File: src/design/ppmsd_pkg.sv
// Shared types, constants and register codes for the PPM-sum pulse decoder.
package ppmsd_pkg;

	localparam int CHANNELS_DEF  = 12;
	localparam int TIME_BITS_DEF = 16;

	localparam int MAP_SLOTS   = 12;
	localparam int GOOD_CH     = 4;
	localparam int ADDR_W      = 6;
	localparam int DATA_W      = 64;

	localparam logic [11:0] WIDTH_RESET = 12'd1502;
	localparam logic [3:0]  GOOD_ALL    = 4'hF;

	localparam logic [15:0] SYNC_GAP_RESET  = 16'd3000;
	localparam logic [11:0] MIN_PULSE_RESET = 12'd900;
	localparam logic [11:0] MAX_PULSE_RESET = 12'd2200;
	localparam logic [11:0] GOOD_THR_RESET  = 12'd985;

	typedef enum logic [2:0] {
		REG_SYNC_GAP    = 3'd0,
		REG_MIN_PULSE   = 3'd1,
		REG_MAX_PULSE   = 3'd2,
		REG_GOOD_THR    = 3'd3,
		REG_FAILSAFE_EN = 3'd4,
		REG_CHANNEL_MAP = 3'd5
	} reg_idx_t;

	typedef enum logic {
		MODE_EDGE = 1'b0,
		MODE_READ = 1'b1
	} mode_t;

	typedef struct packed {
		logic        mode;
		logic [15:0] timestamp;
		logic [3:0]  read_index;
	} evt_t;

	typedef struct packed {
		logic [11:0] read_data;
		logic        sync_seen;
		logic        stored;
		logic [3:0]  channel;
		logic        frame_good;
	} res_t;

	typedef struct packed {
		logic [15:0]         sync_gap;
		logic [11:0]         min_pulse;
		logic [11:0]         max_pulse;
		logic [11:0]         good_threshold;
		logic                failsafe_enable;
		logic [11:0][3:0]    channel_map;
	} cfg_t;

endpackage

File: src/design/ppmsd_regs.sv
// APB configuration register file for the PPM-sum pulse decoder.
module ppmsd_regs
	import ppmsd_pkg::*;
(
	input  logic              clk,
	input  logic              arst_n,
	input  logic              psel,
	input  logic              penable,
	input  logic              pwrite,
	input  logic [ADDR_W-1:0] paddr,
	input  logic [DATA_W-1:0] pwdata,
	output logic [DATA_W-1:0] prdata,
	output logic              pready,
	output cfg_t              cfg
);

	cfg_t     cfg_q;
	reg_idx_t idx;
	logic     wr_en;

	assign idx    = reg_idx_t'(paddr[ADDR_W-1:3]);
	assign wr_en  = psel && penable && pwrite;
	assign pready = 1'b1;
	assign cfg    = cfg_q;

	always_ff @(posedge clk or negedge arst_n) begin
		if (!arst_n) begin
			cfg_q.sync_gap        <= SYNC_GAP_RESET;
			cfg_q.min_pulse       <= MIN_PULSE_RESET;
			cfg_q.max_pulse       <= MAX_PULSE_RESET;
			cfg_q.good_threshold  <= GOOD_THR_RESET;
			cfg_q.failsafe_enable <= 1'b1;
			cfg_q.channel_map     <= '0;
		end else if (wr_en) begin
			case (idx)
				REG_SYNC_GAP:    cfg_q.sync_gap        <= pwdata[15:0];
				REG_MIN_PULSE:   cfg_q.min_pulse       <= pwdata[11:0];
				REG_MAX_PULSE:   cfg_q.max_pulse       <= pwdata[11:0];
				REG_GOOD_THR:    cfg_q.good_threshold  <= pwdata[11:0];
				REG_FAILSAFE_EN: cfg_q.failsafe_enable <= pwdata[0];
				REG_CHANNEL_MAP: cfg_q.channel_map     <= pwdata[47:0];
				default: ;
			endcase
		end
	end

	always_comb begin
		prdata = '0;
		case (idx)
			REG_SYNC_GAP:    prdata = DATA_W'(cfg_q.sync_gap);
			REG_MIN_PULSE:   prdata = DATA_W'(cfg_q.min_pulse);
			REG_MAX_PULSE:   prdata = DATA_W'(cfg_q.max_pulse);
			REG_GOOD_THR:    prdata = DATA_W'(cfg_q.good_threshold);
			REG_FAILSAFE_EN: prdata = DATA_W'(cfg_q.failsafe_enable);
			REG_CHANNEL_MAP: prdata = DATA_W'(cfg_q.channel_map);
			default:         prdata = '0;
		endcase
	end

endmodule

File: src/design/ppmsd_decode.sv
// Edge timing state, channel width store and per-item result logic.
module ppmsd_decode
	import ppmsd_pkg::*;
#(
	parameter int CHANNELS  = CHANNELS_DEF,
	parameter int TIME_BITS = TIME_BITS_DEF
) (
	input  logic clk,
	input  logic arst_n,
	input  cfg_t cfg,
	input  evt_t evt,
	input  logic accept,
	output res_t res
);

	localparam int CNT_W = $clog2(CHANNELS + 1);
	localparam int IDX_W = $clog2(CHANNELS);
	localparam int CMP_W = (TIME_BITS > 16) ? TIME_BITS : 16;

	logic [TIME_BITS-1:0] last_q;
	logic [CNT_W-1:0]     cnt_q;
	logic [3:0]           mask_q;
	logic [11:0]          widths_q [CHANNELS];

	logic [TIME_BITS-1:0] now;
	logic [TIME_BITS-1:0] diff;
	logic                 is_edge;
	logic                 is_sync;
	logic                 cnt_ok;
	logic                 in_window;
	logic                 do_store;
	logic                 good_hit;
	logic [3:0]           mask_set;
	logic [3:0]           mask_d;
	logic [CNT_W-1:0]     cnt_d;
	logic [3:0]           phys;
	logic                 rd_ok;
	res_t                 res_d;

	assign now       = TIME_BITS'(evt.timestamp);
	assign diff      = now - last_q;
	assign is_edge   = (evt.mode == MODE_EDGE);
	assign is_sync   = CMP_W'(diff) > CMP_W'(cfg.sync_gap);
	assign cnt_ok    = cnt_q < CNT_W'(CHANNELS);
	assign in_window = (TIME_BITS'(cfg.min_pulse) < diff) && (diff < TIME_BITS'(cfg.max_pulse));
	assign do_store  = is_edge && !is_sync && in_window && cnt_ok;
	assign good_hit  = (cnt_q < CNT_W'(GOOD_CH)) && (diff > TIME_BITS'(cfg.good_threshold));
	assign phys      = cfg.channel_map[evt.read_index];
	assign rd_ok     = (evt.read_index < 4'(MAP_SLOTS))
	                && ({1'b0, evt.read_index} < 5'(CHANNELS))
	                && ({1'b0, phys} < 5'(CHANNELS));

	always_comb begin
		mask_set = good_hit ? (4'd1 << cnt_q[1:0]) : 4'd0;
		mask_d   = mask_q;
		cnt_d    = cnt_q;
		res_d    = '0;
		if (!is_edge) begin
			if (rd_ok) begin
				res_d.read_data = widths_q[phys[IDX_W-1:0]];
			end
		end else if (is_sync) begin
			res_d.sync_seen = 1'b1;
			cnt_d           = '0;
		end else begin
			res_d.channel = 4'(cnt_q);
			res_d.stored  = do_store;
			if (do_store && cfg.failsafe_enable) begin
				if ((mask_q | mask_set) == GOOD_ALL) begin
					mask_d           = '0;
					res_d.frame_good = 1'b1;
				end else begin
					mask_d = mask_q | mask_set;
				end
			end
			if (cnt_ok) begin
				cnt_d = cnt_q + CNT_W'(1);
			end
		end
	end

	assign res = res_d;

	always_ff @(posedge clk or negedge arst_n) begin
		if (!arst_n) begin
			last_q <= '0;
			cnt_q  <= '0;
			mask_q <= '0;
			for (int i = 0; i < CHANNELS; i++) begin
				widths_q[i] <= WIDTH_RESET;
			end
		end else if (accept && is_edge) begin
			last_q <= now;
			cnt_q  <= cnt_d;
			mask_q <= mask_d;
			if (do_store) begin
				widths_q[cnt_q[IDX_W-1:0]] <= diff[11:0];
			end
		end
	end

endmodule

File: src/design/ppmsd_outreg.sv
// Result register with valid/ready handshake toward the consumer.
module ppmsd_outreg
	import ppmsd_pkg::*;
(
	input  logic clk,
	input  logic arst_n,
	input  logic evt_valid,
	output logic evt_ready,
	output logic accept,
	input  res_t res_d,
	output logic res_valid,
	input  logic res_ready,
	output res_t res
);

	logic valid_q;
	res_t res_q;

	assign evt_ready = !valid_q || res_ready;
	assign accept    = evt_valid && evt_ready;
	assign res_valid = valid_q;
	assign res       = res_q;

	always_ff @(posedge clk or negedge arst_n) begin
		if (!arst_n) begin
			valid_q <= 1'b0;
		end else if (accept) begin
			valid_q <= 1'b1;
		end else if (res_ready) begin
			valid_q <= 1'b0;
		end
	end

	always_ff @(posedge clk) begin
		if (accept) begin
			res_q <= res_d;
		end
	end

endmodule

File: src/design/ppm_sum_pulse_decoder_core.sv
// Top level of the PPM-sum pulse decoder.
// A result appears in the cycle after its item's transfer, from the result register.
// Throughput: one item per cycle; an item is taken when the result register is empty or its
// result is taken in the same cycle, so a stalled result holds the input back.
// The edge time, channel counter and good mask update at the transfer edge of each edge item.
// Reset clears timing state, counter and good mask, sets every width to 1502,
// and loads the register defaults; no clearing pass is needed.
module ppm_sum_pulse_decoder_core
	import ppmsd_pkg::*;
#(
	parameter int CHANNELS  = CHANNELS_DEF,
	parameter int TIME_BITS = TIME_BITS_DEF
) (
	input  logic              clk,
	input  logic              arst_n,
	input  logic              psel,
	input  logic              penable,
	input  logic              pwrite,
	input  logic [ADDR_W-1:0] paddr,
	input  logic [DATA_W-1:0] pwdata,
	output logic [DATA_W-1:0] prdata,
	output logic              pready,
	input  logic              evt_valid,
	output logic              evt_ready,
	input  evt_t              evt,
	output logic              res_valid,
	input  logic              res_ready,
	output res_t              res
);

	cfg_t cfg;
	res_t res_d;
	logic accept;

	ppmsd_regs u_regs (
		.clk     (clk),
		.arst_n  (arst_n),
		.psel    (psel),
		.penable (penable),
		.pwrite  (pwrite),
		.paddr   (paddr),
		.pwdata  (pwdata),
		.prdata  (prdata),
		.pready  (pready),
		.cfg     (cfg)
	);

	ppmsd_decode #(
		.CHANNELS  (CHANNELS),
		.TIME_BITS (TIME_BITS)
	) u_decode (
		.clk    (clk),
		.arst_n (arst_n),
		.cfg    (cfg),
		.evt    (evt),
		.accept (accept),
		.res    (res_d)
	);

	ppmsd_outreg u_outreg (
		.clk       (clk),
		.arst_n    (arst_n),
		.evt_valid (evt_valid),
		.evt_ready (evt_ready),
		.accept    (accept),
		.res_d     (res_d),
		.res_valid (res_valid),
		.res_ready (res_ready),
		.res       (res)
	);

endmodule

File: config.mk
export PLATFORM = sky130hd
export DESIGN_NAME = ppm_sum_pulse_decoder_core
export DESIGN_NICKNAME = d
export VERILOG_FILES = /design/src/design/ppmsd_pkg.sv /design/src/design/ppmsd_regs.sv /design/src/design/ppmsd_decode.sv /design/src/design/ppmsd_outreg.sv /design/src/design/ppm_sum_pulse_decoder_core.sv
export SDC_FILE = /design/constraint.sdc
export NUM_CORES = 1
export LEC_CHECK = 0
export ABC_AREA = 0
export BUFFER_PORTS_ARGS = -buffer_cell sky130_fd_sc_hd__buf_2
export CAP_MARGIN = 40
export CORE_MARGIN = 8
export CORE_UTILIZATION = 39
export CTS_CLUSTER_DIAMETER = 50
export DETAILED_ROUTE_END_ITERATION = 10
export HOLD_SLACK_MARGIN = 0.12
export PLACE_DENSITY = 0.66
export REMOVE_ABC_BUFFERS = 1
export SLEW_MARGIN = 25
export SYNTH_ARGS = -nofsm -noshare
export SYNTH_HDL_FRONTEND = slang
export SYNTH_SLANG_ARGS = --single-unit
File: constraint.sdc
create_clock -name clk -period 8.9 [get_ports clk]
set_input_delay 1.78 -clock clk [delete_from_list [all_inputs] [get_ports clk]]
set_output_delay 1.78 -clock clk [all_outputs]
set_load 0.02 [all_outputs]
==> metrics, run 1 <==
cell area after synthesis 0.0160 mm^2; drt wl/cell 19.4 um; Post-synth EDFFs 19; first drt pass iteration count 5; DRT iter0 DRCs roughly 630; kind of critical path input port to flip-flop; relative slew slack 0.434; CTS tree built; Main synth FF type dfrtp_1; DP HPWL 27200 um; Syn Inst Count between 1k and 1.5k; Worst Tran Pin Value 845 ps; share of layout cells above drive strength 1 0.414; vias in the first global route roughly 12k; Worst Path Required approximately 9300 ps; number of vias per cell approximately 5.4; antenna violations before repair 0; CTS H-tree depth 2; outcome finished, final reports clean; setup TNS 0 ps; CTS hold repair buffers 0; cell area power density between 200 and 250 mW/mm^2; VDD IR-drop max 0.000162 V; Seq/Total Area, Yosys 0.468; DRT Wirelength a little over 40000 um; Yosys cell types 74; total grt overflow 0; area grow syn2layout 16.1%; # setup viols final 0; final hold violation count 0; Starting Density 0.393; DRC 0; largest net degree at the start of global routing 148; final clock skew around 22 ps; CP startpoint kind input port; Clock Path Buffers 3; syn avg cell area 11.4 um^2; RSZ-0062 raised after global routing no; core footprint a little over 0.04 mm^2; first-pass GRT wire length 65100 um; asr flop ratio synth 0.934; worst stage delay on the critical path 430 ps; GPL Wtd Cong 0.793; Final nets 1698; Max Fclk 168 MHz; final-layout fill cell count roughly 3.7k; Tmin final around 6000 ps; final critical-path share of the clock period 0.668; LEAKAGE ~8.3 nW; critical path arrival roughly 6400 ps; ANT nets after route 0; Clk Latency, worst-skew pair roughly 550 ps; maxcap violations 0; CTS resizes 0; Synth Register Bits ~290; Die X between 200 and 250 um; Slowest-stage cell, CP a211oi_1; # diodes 0; std cell rows 74; worst path cell trace buf_2 -> ha_1 -> nand2_1 -> a211oi_1 -> nor2_1 -> a21oi_1 -> xor2_1 -> buf_4 -> ha_1 -> a2111oi_0 -> a31oi_1 -> maj3_1 -> a31oi_1 -> nand4_4 -> nor3_1 -> buf_4 -> mux2_2; total CTS buffers 38; fin. max-slew vios 0; postcts setup bufs 0; most frequent cells in the layout mux2_2 (254), dfrtp_1 (151), buf_2 (146); total track usage 0.171; clock transition at the registers of the reported paths roughly 60 ps; Crit Path Max Fanout 18; vias 11.3k; area of the multi-input gates approximately 0.0077 mm^2; # IOs 184; worst hold-check path type flip-flop to flip-flop; root buffer cell clkbuf_16; Die ar. 0.0477 mm^2; Clock Sinks ~290; most common cell after layout, fill and taps aside mux2_2; IO Port Bufs approximately 150; Power Total 4.34 mW; Min Hold Slack roughly 490 ps; die height ~220 um; area occupied by registers between 0.007 and 0.008 mm^2; Yosys warnings 0; Setup crit end kind flip-flop
==> critical path: cells and delay by family <==
family | cells | cell delay (ps)
multiplexers | 1 | 360
adder cells (fa/ha/maj) | 3 | 1070
buffers and inverters | 3 | 690
AND/OR/NAND/NOR | 4 | 810
XOR/XNOR | 1 | 170
AO/OA/AOI/OAI | 5 | 1480
==> final cells by class <==
type	count	area share
Clock buffer	56	0.0606
Clock inverter	13	0.00661
Inverter	89	0.0180
Multi-Input combinational cell	936	0.417
Sequential cell	289	0.403
Tap cell	532	0.0359
Timing Repair Buffer	184	0.0583
==> synth_stat cells (all sizes together), types with 2 or more instances <==
| cell | number | area (um^2) |
|---|---|---|
| and2 | 6 | 37.5 |
| inv | 89 | 334 |
| a211oi | 5 | 37.5 |
| o31ai | 5 | 37.5 |
| a2111oi | 2 | 17.5 |
| or4b | 5 | 50.1 |
| a21o | 8 | 60.1 |
| nor3 | 19 | 115 |
| a31oi | 8 | 50.1 |
| and4 | 4 | 35.0 |
| conb | 2 | 7.51 |
| o21ai | 72 | 360 |
| o211a | 3 | 30.0 |
| xor2 | 2 | 17.5 |
| a21oi | 53 | 277 |
| clkbuf | 61 | 229 |
| nand2 | 97 | 364 |
| a22oi | 25 | 188 |
| nand4 | 7 | 58.8 |
| nor4 | 5 | 58.8 |
| dfstp | 119 | 3130 |
| nand2b | 10 | 62.6 |
| dfrtp | 151 | 3780 |
| o21bai | 2 | 15.0 |
| a211o | 16 | 140 |
| mux4 | 15 | 338 |
| mux2 | 256 | 2880 |
| o2111ai | 2 | 17.5 |
| nor2b | 9 | 56.3 |
| ha | 61 | 763 |
| mux2i | 50 | 500 |
| nor2 | 57 | 216 |
| buf | 44 | 292 |
| edfxtp | 19 | 571 |
| nand3 | 11 | 55.1 |
| o211ai | 15 | 113 |
| a21boi | 5 | 37.5 |
| o21a | 4 | 30.0 |
| xnor2 | 10 | 87.6 |
| and3 | 35 | 219 |
| o22ai | 14 | 87.6 |
==> power by group <==
part	switching [mW]	internal (mW)	total, mW
Combinational	0.749	0.485	1.23
Sequential	0.102	1.49	1.59
Clock	0.600	0.916	1.52
==> cells by family after synthesis <==
| logic type | share of synthesized area |
|---|---|
| compound gates | 0.103 |
| xor+xnor | 0.00658 |
| fa+ha+maj | 0.0497 |
| buf+inv | 0.0535 |
| flops | 0.468 |
| mux | 0.233 |
| other cells | 0.000470 |
| simple gates | 0.0851 |
==> registers in the layout, summed over array words and instances (netlist names) <==
signal	count
u_decode.mask_q	4
u_decode.widths_q	144
u_outreg.res	19
u_decode.last_q	16
u_decode.cnt_q	4
u_regs.cfg	101
u_outreg.res_valid	1
==> worst paths after layout <==
kind / from / to / slack [ps] / cells after the start
max in group asynchronous: arst_n / u_regs.cfg[100]$_DFFE_PN0P_ / 6740 / 2
setup / recovery: evt[8] / u_decode.widths_q[65]$_DFFE_PN0P_ / 2960 / 17
hold / removal: u_decode.widths_q[83]$_DFFE_PN0P_ / u_decode.widths_q[83]$_DFFE_PN0P_ / 490 / 1
setup reg to reg: u_decode.last_q[4]$_DFFE_PN0P_ / u_decode.widths_q[65]$_DFFE_PN0P_ / 3950 / 17
min in group asynchronous: arst_n / u_decode.widths_q[36]$_DFFE_PN0P_ / 1080 / 1
hold reg to reg: u_decode.widths_q[83]$_DFFE_PN0P_ / u_decode.widths_q[83]$_DFFE_PN0P_ / 490 / 1
==> routing by layer <==
layer	part of all wire	global-route usage	vias up
li1	-	-	5286
met1	0.46	0.231	5659
met4	0.024	0.0488	0
met3	0.061	0.0449	59
met5	0	0	-
met2	0.45	0.267	276
==> through the flow <==
step,instance area (um^2),utilization,cells,setup WS (ps)
2_1_floorplan,15500,-,1314,922
3_3_place_gp,17200,0.423,2024,2460
3_5_place_dp,17200,0.424,2027,2420
4_1_cts,18500,0.455,2096,2990
5_1_grt,18500,0.456,2099,2490
6_report,18500,0.456,2099,2960
Power figures use the tool's default switching activity.
==> inputs of run 2 (changes only) <==
==> constraint.sdc (replaced) <==
create_clock -name clk -period 6 [get_ports clk]
set_input_delay 1.2 -clock clk [delete_from_list [all_inputs] [get_ports clk]]
set_output_delay 1.2 -clock clk [all_outputs]
set_load 0.02 [all_outputs]
==> metrics, run 2 (synthesis gave the netlist of run 1 again) <==
outcome finished, final reports clean (unchanged); CP startpoint kind input port (unchanged); Place WS 190 ps (was 2420 ps); Clock Path Buffers 3 (unchanged); total CTS buffers 37 (was 38); maxcap violations 0 (unchanged); drt wl/cell 19.6 um (was 19.4 um); LEAKAGE 8.40 nW (was 8.35 nW); clock power share 0.352 (was 0.349); vias in the first global route 12.0k (was 11.6k); vias 11.4k (was 11.3k); Worst Tran Pin Value 790 ps (was 845 ps); final critical-path share of the clock period 0.883; Register-to-Register Setup Slack 1110 ps (was 3950 ps); core footprint 0.0406 mm^2 (unchanged); first-pass GRT wire length 66400 um (was 65100 um); Starting Density 0.393 (unchanged); number of vias per cell 5.41 (was 5.37); GPL Wtd Cong 0.829 (was 0.793); most flop-heavy register u_decode.widths_q (unchanged); Worst Path Required 6420 ps (was 9320 ps); IO Port Bufs 147 (unchanged); total grt overflow 0 (unchanged); final worst slack 705 ps (was 2960 ps); Sequential Power Share 0.364 (was 0.367); total track usage 0.174 (was 0.171); Clk Latency, worst-skew pair 550 ps (about the same); Die X 218 um (unchanged); DRT Wirelength 41400 um (was 40700 um); Final nets 1705 (was 1698); # setup viols final 0 (unchanged); die height 218 um (unchanged); Setup crit end kind flip-flop (unchanged); Max Fclk around 190 MHz; Gate power share 0.284 (about the same); std cell rows 74 (unchanged); ANT nets after route 0 (unchanged); final hold violation count 0 (unchanged); CTS tree built (unchanged); max reg flops 144 (unchanged); # IOs 184 (unchanged); Tmin final between 5000 and 6000 ps; most frequent cells in the layout mux2_2 (254), dfrtp_1 (151), buf_2 (146) (unchanged); DRT iter0 DRCs 655 (was 631); RSZ-0062 raised after global routing no (unchanged); sw frac 0.327 (was 0.334); first drt pass iteration count 5 (unchanged); DP HPWL 28400 um (was 27200 um); root buffer cell clkbuf_16 (unchanged); worst hold-check path type flip-flop to flip-flop (unchanged); kind of critical path input port to flip-flop (unchanged); final-layout fill cell count 3661 (was 3741); area grow syn2layout 16.7% (was 16.1%); Post-Place Cell Area 0.0173 mm^2 (was 0.0172 mm^2); DRC 0 (unchanged); largest net degree at the start of global routing 124 (was 148); CTS H-tree depth 2 (unchanged); cell area power density 348 mW/mm^2 (was 234 mW/mm^2); fin. max-slew vios 0 (unchanged); clock transition at the registers of the reported paths 60 ps (about the same); Int Power 4.37 mW (was 2.89 mW); Die ar. 0.0477 mm^2 (unchanged); CTS hold repair buffers 0 (unchanged); Clock Sinks 289 (unchanged); VDD IR-drop max 0.000204 V (was 0.000162 V); postcts setup bufs 0 (unchanged); final clock skew 19.2 ps (was 22.2 ps); Final Cell Area 0.0186 mm^2 (was 0.0185 mm^2); share of layout cells above drive strength 1 0.417 (was 0.414); most common cell after layout, fill and taps aside mux2_2 (unchanged); relative slew slack 0.473 (was 0.434); antenna violations before repair 4 (was 0); NetSw 2.12 mW (was 1.45 mW); CTS resizes 0 (unchanged); # diodes 0 (unchanged); critical path arrival 5710 ps (was 6360 ps); Crit Path Max Fanout 18 (unchanged)
[run 2: layout make-up]
class,count,area [um^2],share of cell area
multi-input combinational,936,7730,0.415
sequential,289,7480,0.401
timing repair buffer,192,1150,0.0620
clock buffer,54,1100,0.0592
tap,532,666,0.0357
inverter,89,334,0.0179
clock inverter,14,165,0.00886
[run 2: final timing paths]
path                            cells after the start                                end                              start
worst max-delay path                               16  u_decode.widths_q[41]$_DFFE_PN0P_                             evt[6]
worst min-delay path                                1  u_decode.widths_q[83]$_DFFE_PN0P_  u_decode.widths_q[83]$_DFFE_PN0P_
worst max register to register                     16  u_decode.widths_q[41]$_DFFE_PN0P_     u_decode.last_q[4]$_DFFE_PN0P_
worst min register to register                      1  u_decode.widths_q[83]$_DFFE_PN0P_  u_decode.widths_q[83]$_DFFE_PN0P_
max in group asynchronous                           2         u_regs.cfg[22]$_DFFE_PN0P_                             arst_n
min in group asynchronous                           1  u_decode.widths_q[12]$_DFFE_PN0P_                             arst_n
[run 2: per-stage QoR]
stage	utilization	power (mW)	instances	setup TNS [ps]	hold slack [ps]
global route	0.458	6.85	2106	0	514
global placement	0.425	4.14	2031	0	462
detailed placement	0.427	4.20	2036	0	474
floorplan	-	3.56	1314	-18310	452
finish	0.458	6.49	2106	0	486
CTS	0.458	6.53	2104	0	487
[run 2: power groups by stage]
stage	clock, mW	combinational (mW)	sequential [mW]
floorplan	0	1.21	2.35
global placement	0	1.76	2.38
detailed placement	0	1.81	2.39
CTS	2.34	1.83	2.36
global route	2.42	2.05	2.39
finish	2.28	1.84	2.36
[run 2: layer usage]
| layer | vias up | GRT usage | routed length [um] |
|---|---|---|---|
| met5 | - | 0 | 39 |
| li1 | 5294 | - | - |
| met3 | 65 | 0.0427 | 2580 |
| met1 | 5718 | 0.231 | 18800 |
| met2 | 311 | 0.273 | 18900 |
| met4 | 8 | 0.0620 | 1020 |
[run 2: worst max-delay path, cell delays in order]
cell	delay (ps)
buf_2	110
ha_1	340
nor2_1	80
a211oi_1	440
nor2_1	130
a21oi_1	190
xor2_1	330
ha_1	320
a2111oi_0	410
a31oi_1	170
maj3_1	390
a31oi_1	270
nand4_4	310
nor3_1	320
buf_4	310
mux2_2	370
==> inputs of run 3 (changes only) <==
--- a/config.mk
+++ b/config.mk
@@ -13,7 +13,7 @@
 export CTS_CLUSTER_DIAMETER = 50
 export DETAILED_ROUTE_END_ITERATION = 10
 export HOLD_SLACK_MARGIN = 0.12
-export PLACE_DENSITY = 0.66
+export PLACE_DENSITY = 0.68
 export REMOVE_ABC_BUFFERS = 1
 export SLEW_MARGIN = 25
 export SYNTH_ARGS = -nofsm -noshare
==> constraint.sdc (replaced) <==
create_clock -name clk -period 4.8 [get_ports clk]
set_input_delay 0.96 -clock clk [delete_from_list [all_inputs] [get_ports clk]]
set_output_delay 0.96 -clock clk [all_outputs]
set_load 0.02 [all_outputs]
==> metrics, run 3 (synthesis gave the netlist of run 1 again) <==
LEAKAGE 8.84 nW (was 8.40 nW); Max Fclk approximately 220 MHz; Clock Sinks 289 (unchanged); area occupied by registers 0.00748 mm^2 (unchanged); total CTS buffers 38 (was 37); kind of critical path input port to flip-flop (unchanged); Gate power share 0.314 (was 0.284); worst stage delay on the critical path 510 ps (was 440 ps); area grow syn2layout 21.6% (was 16.7%); total track usage 0.175 (was 0.174); fin. max-slew vios 0 (unchanged); cell area power density 435 mW/mm^2 (was 348 mW/mm^2); ANT nets after route 0 (unchanged); # setup viols final 0 (unchanged); outcome finished, final reports clean (unchanged); DP HPWL 29800 um (was 28400 um); maxcap violations 0 (unchanged); final-layout fill cell count 3633 (was 3661); Worst Tran Pin Value 859 ps (was 790 ps); DRC 0 (unchanged); most common cell after layout, fill and taps aside mux2_2 (unchanged); CTS tree built (unchanged); Worst Path Required 5250 ps (was 6420 ps); final clock skew 17.7 ps (was 19.2 ps); Crit Path Max Fanout 7 (was 18); Final Cell Area 0.0194 mm^2 (was 0.0186 mm^2); most frequent cells in the layout mux2_2 (254), dfrtp_1 (151), buf_2 (148) (was mux2_2 (254), dfrtp_1 (151), buf_2 (146)); CTS H-tree depth 2 (unchanged); vias 11.7k (was 11.4k); total grt overflow 0 (unchanged); VDD IR-drop max 0.000235 V (was 0.000204 V); Starting Density 0.393 (unchanged); Die X 218 um (unchanged); Sequential Power Share 0.350 (was 0.364); Tmin final between 4000 and 5000 ps; critical path arrival 5040 ps (was 5710 ps); GPL Wtd Cong 0.855 (was 0.829); root buffer cell clkbuf_16 (unchanged); IO Port Bufs 147 (unchanged); # diodes 0 (unchanged); Final nets 1777 (was 1705); Post-Place Cell Area 0.0178 mm^2 (was 0.0173 mm^2); Util after Layout 0.477 (was 0.458); first drt pass iteration count 5 (unchanged); DRT Wirelength 42600 um (was 41400 um); Clock Path Buffers 3 (unchanged); die height 218 um (unchanged); clock transition at the registers of the reported paths 60 ps (about the same); worst hold-check path type input port to async pin (was flip-flop to flip-flop); area of the multi-input gates 0.00792 mm^2 (was 0.00773 mm^2); drt wl/cell 19.6 um (about the same); share of layout cells above drive strength 1 0.460 (was 0.417); first-pass GRT wire length 66900 um (was 66400 um); sw frac 0.338 (was 0.327); final hold violation count 0 (unchanged); NetSw 2.85 mW (was 2.12 mW); relative slew slack 0.427 (was 0.473); std cell rows 74 (unchanged); Clk Latency, worst-skew pair 550 ps (about the same); CTS hold repair buffers 0 (unchanged); CP startpoint kind input port (unchanged); worst path cell trace buf_2 -> inv_1 -> ha_1 -> inv_1 -> fa_1 -> a21o_1 -> a311o_1 -> a21bo_1 -> a31oi_4 -> xnor2_2 -> ha_1 -> a21o_1 -> a21oi_2 -> nand2_1 -> a31oi_4 -> a21oi_2 -> buf_4 -> or4b_1 -> a22oi_1 (was buf_2 -> ha_1 -> nor2_1 -> a211oi_1 -> nor2_1 -> a21oi_1 -> xor2_1 -> ha_1 -> a2111oi_0 -> a31oi_1 -> maj3_1 -> a31oi_1 -> nand4_4 -> nor3_1 -> buf_4 -> mux2_2); Die ar. 0.0477 mm^2 (unchanged); setup TNS 0 ps (unchanged); Slowest-stage cell, CP or4b_1 (was a211oi_1); number of vias per cell 5.37 (was 5.41); vias in the first global route 12.1k (was 12.0k); core footprint 0.0406 mm^2 (unchanged); most flop-heavy register u_decode.widths_q (unchanged); Power Total 8.43 mW (was 6.49 mW); final critical-path share of the clock period 0.956; DRT iter0 DRCs 486 (was 655); Min Hold Slack 467 ps (was 486 ps); # IOs 184 (unchanged); clock power share 0.336 (was 0.352); antenna violations before repair 3 (was 4); Setup crit end kind flip-flop (unchanged); largest net degree at the start of global routing 112 (was 124); max reg flops 144 (unchanged); Int Power 5.58 mW (was 4.37 mW)
run 3: worst max-delay path, delay by kind of cell:
family | cells | cell delay [ps]
buffers and inverters | 4 | 420
AOI/OAI and AO/OA | 9 | 1990
adders and majority gates | 3 | 840
and+or+nand+nor | 2 | 630
xor gates and xnor gates | 1 | 170
run 3: power groups by stage:
stage / registers [mW] / logic (mW) / clock network [mW]
floorplan: 2.94 / 1.52 / 0
global route: 2.99 / 2.90 / 3.00
global placement: 2.97 / 2.39 / 0
finish: 2.95 / 2.64 / 2.83
CTS: 2.95 / 2.49 / 2.89
detailed placement: 2.99 / 2.47 / 0
run 3: worst paths after layout:
| check | from | endpoint | slack (ps) | depth (start not counted) |
|---|---|---|---|---|
| max reg2reg | u_decode.last_q[1]$_DFFE_PN0P_ | u_decode.widths_q[68]$_DFFE_PN1P_ | 420 | 17 |
| max | evt[4] | u_decode.mask_q[2]$_DFFE_PN0P_ | 210 | 19 |
| max in group asynchronous | arst_n | u_regs.cfg[88]$_DFFE_PN1P_ | 3320 | 2 |
| min reg2reg | u_decode.widths_q[141]$_DFFE_PN0P_ | u_decode.widths_q[141]$_DFFE_PN0P_ | 500 | 1 |
| min | arst_n | u_decode.widths_q[23]$_DFFE_PN0P_ | 470 | 1 |
| min in group clk | u_decode.widths_q[141]$_DFFE_PN0P_ | u_decode.widths_q[141]$_DFFE_PN0P_ | 500 | 1 |
run 3: layout make-up:
class,instances,area share
repair buffers,262,0.0902
multi-input cells,937,0.408
flip-flops and latches,289,0.385
clock buffers,46,0.0538
clock inverters,22,0.0108
inverters,89,0.0172
well taps,532,0.0343
run 3: layer usage:
| metal | part of all wire | vias up | GRT usage | wire (um) |
|---|---|---|---|---|
| li1 | - | 5446 | - | - |
| met1 | 0.45 | 5856 | 0.236 | 19300 |
| met2 | 0.46 | 298 | 0.272 | 19500 |
| met3 | 0.063 | 86 | 0.0460 | 2660 |
| met4 | 0.025 | 6 | 0.0546 | 1090 |
| met5 | 0.00089 | - | 0 | 38 |
run 3: metrics by stage:
step	cells	setup WS (ps)
floorplan	1314	-2360
global placement	2097	-526
CTS	2168	-0.401
detailed placement	2098	-612
global route	2177	-25.1
finish	2177	210
run 3: timing repair:
item / in CTS / in global routing
resized for setup: 5 / 43
buffers inserted: 1 / 3
gates cloned: 1 / 4
pin swaps: 3 / 8
setup endpoints to repair: 10 / 152
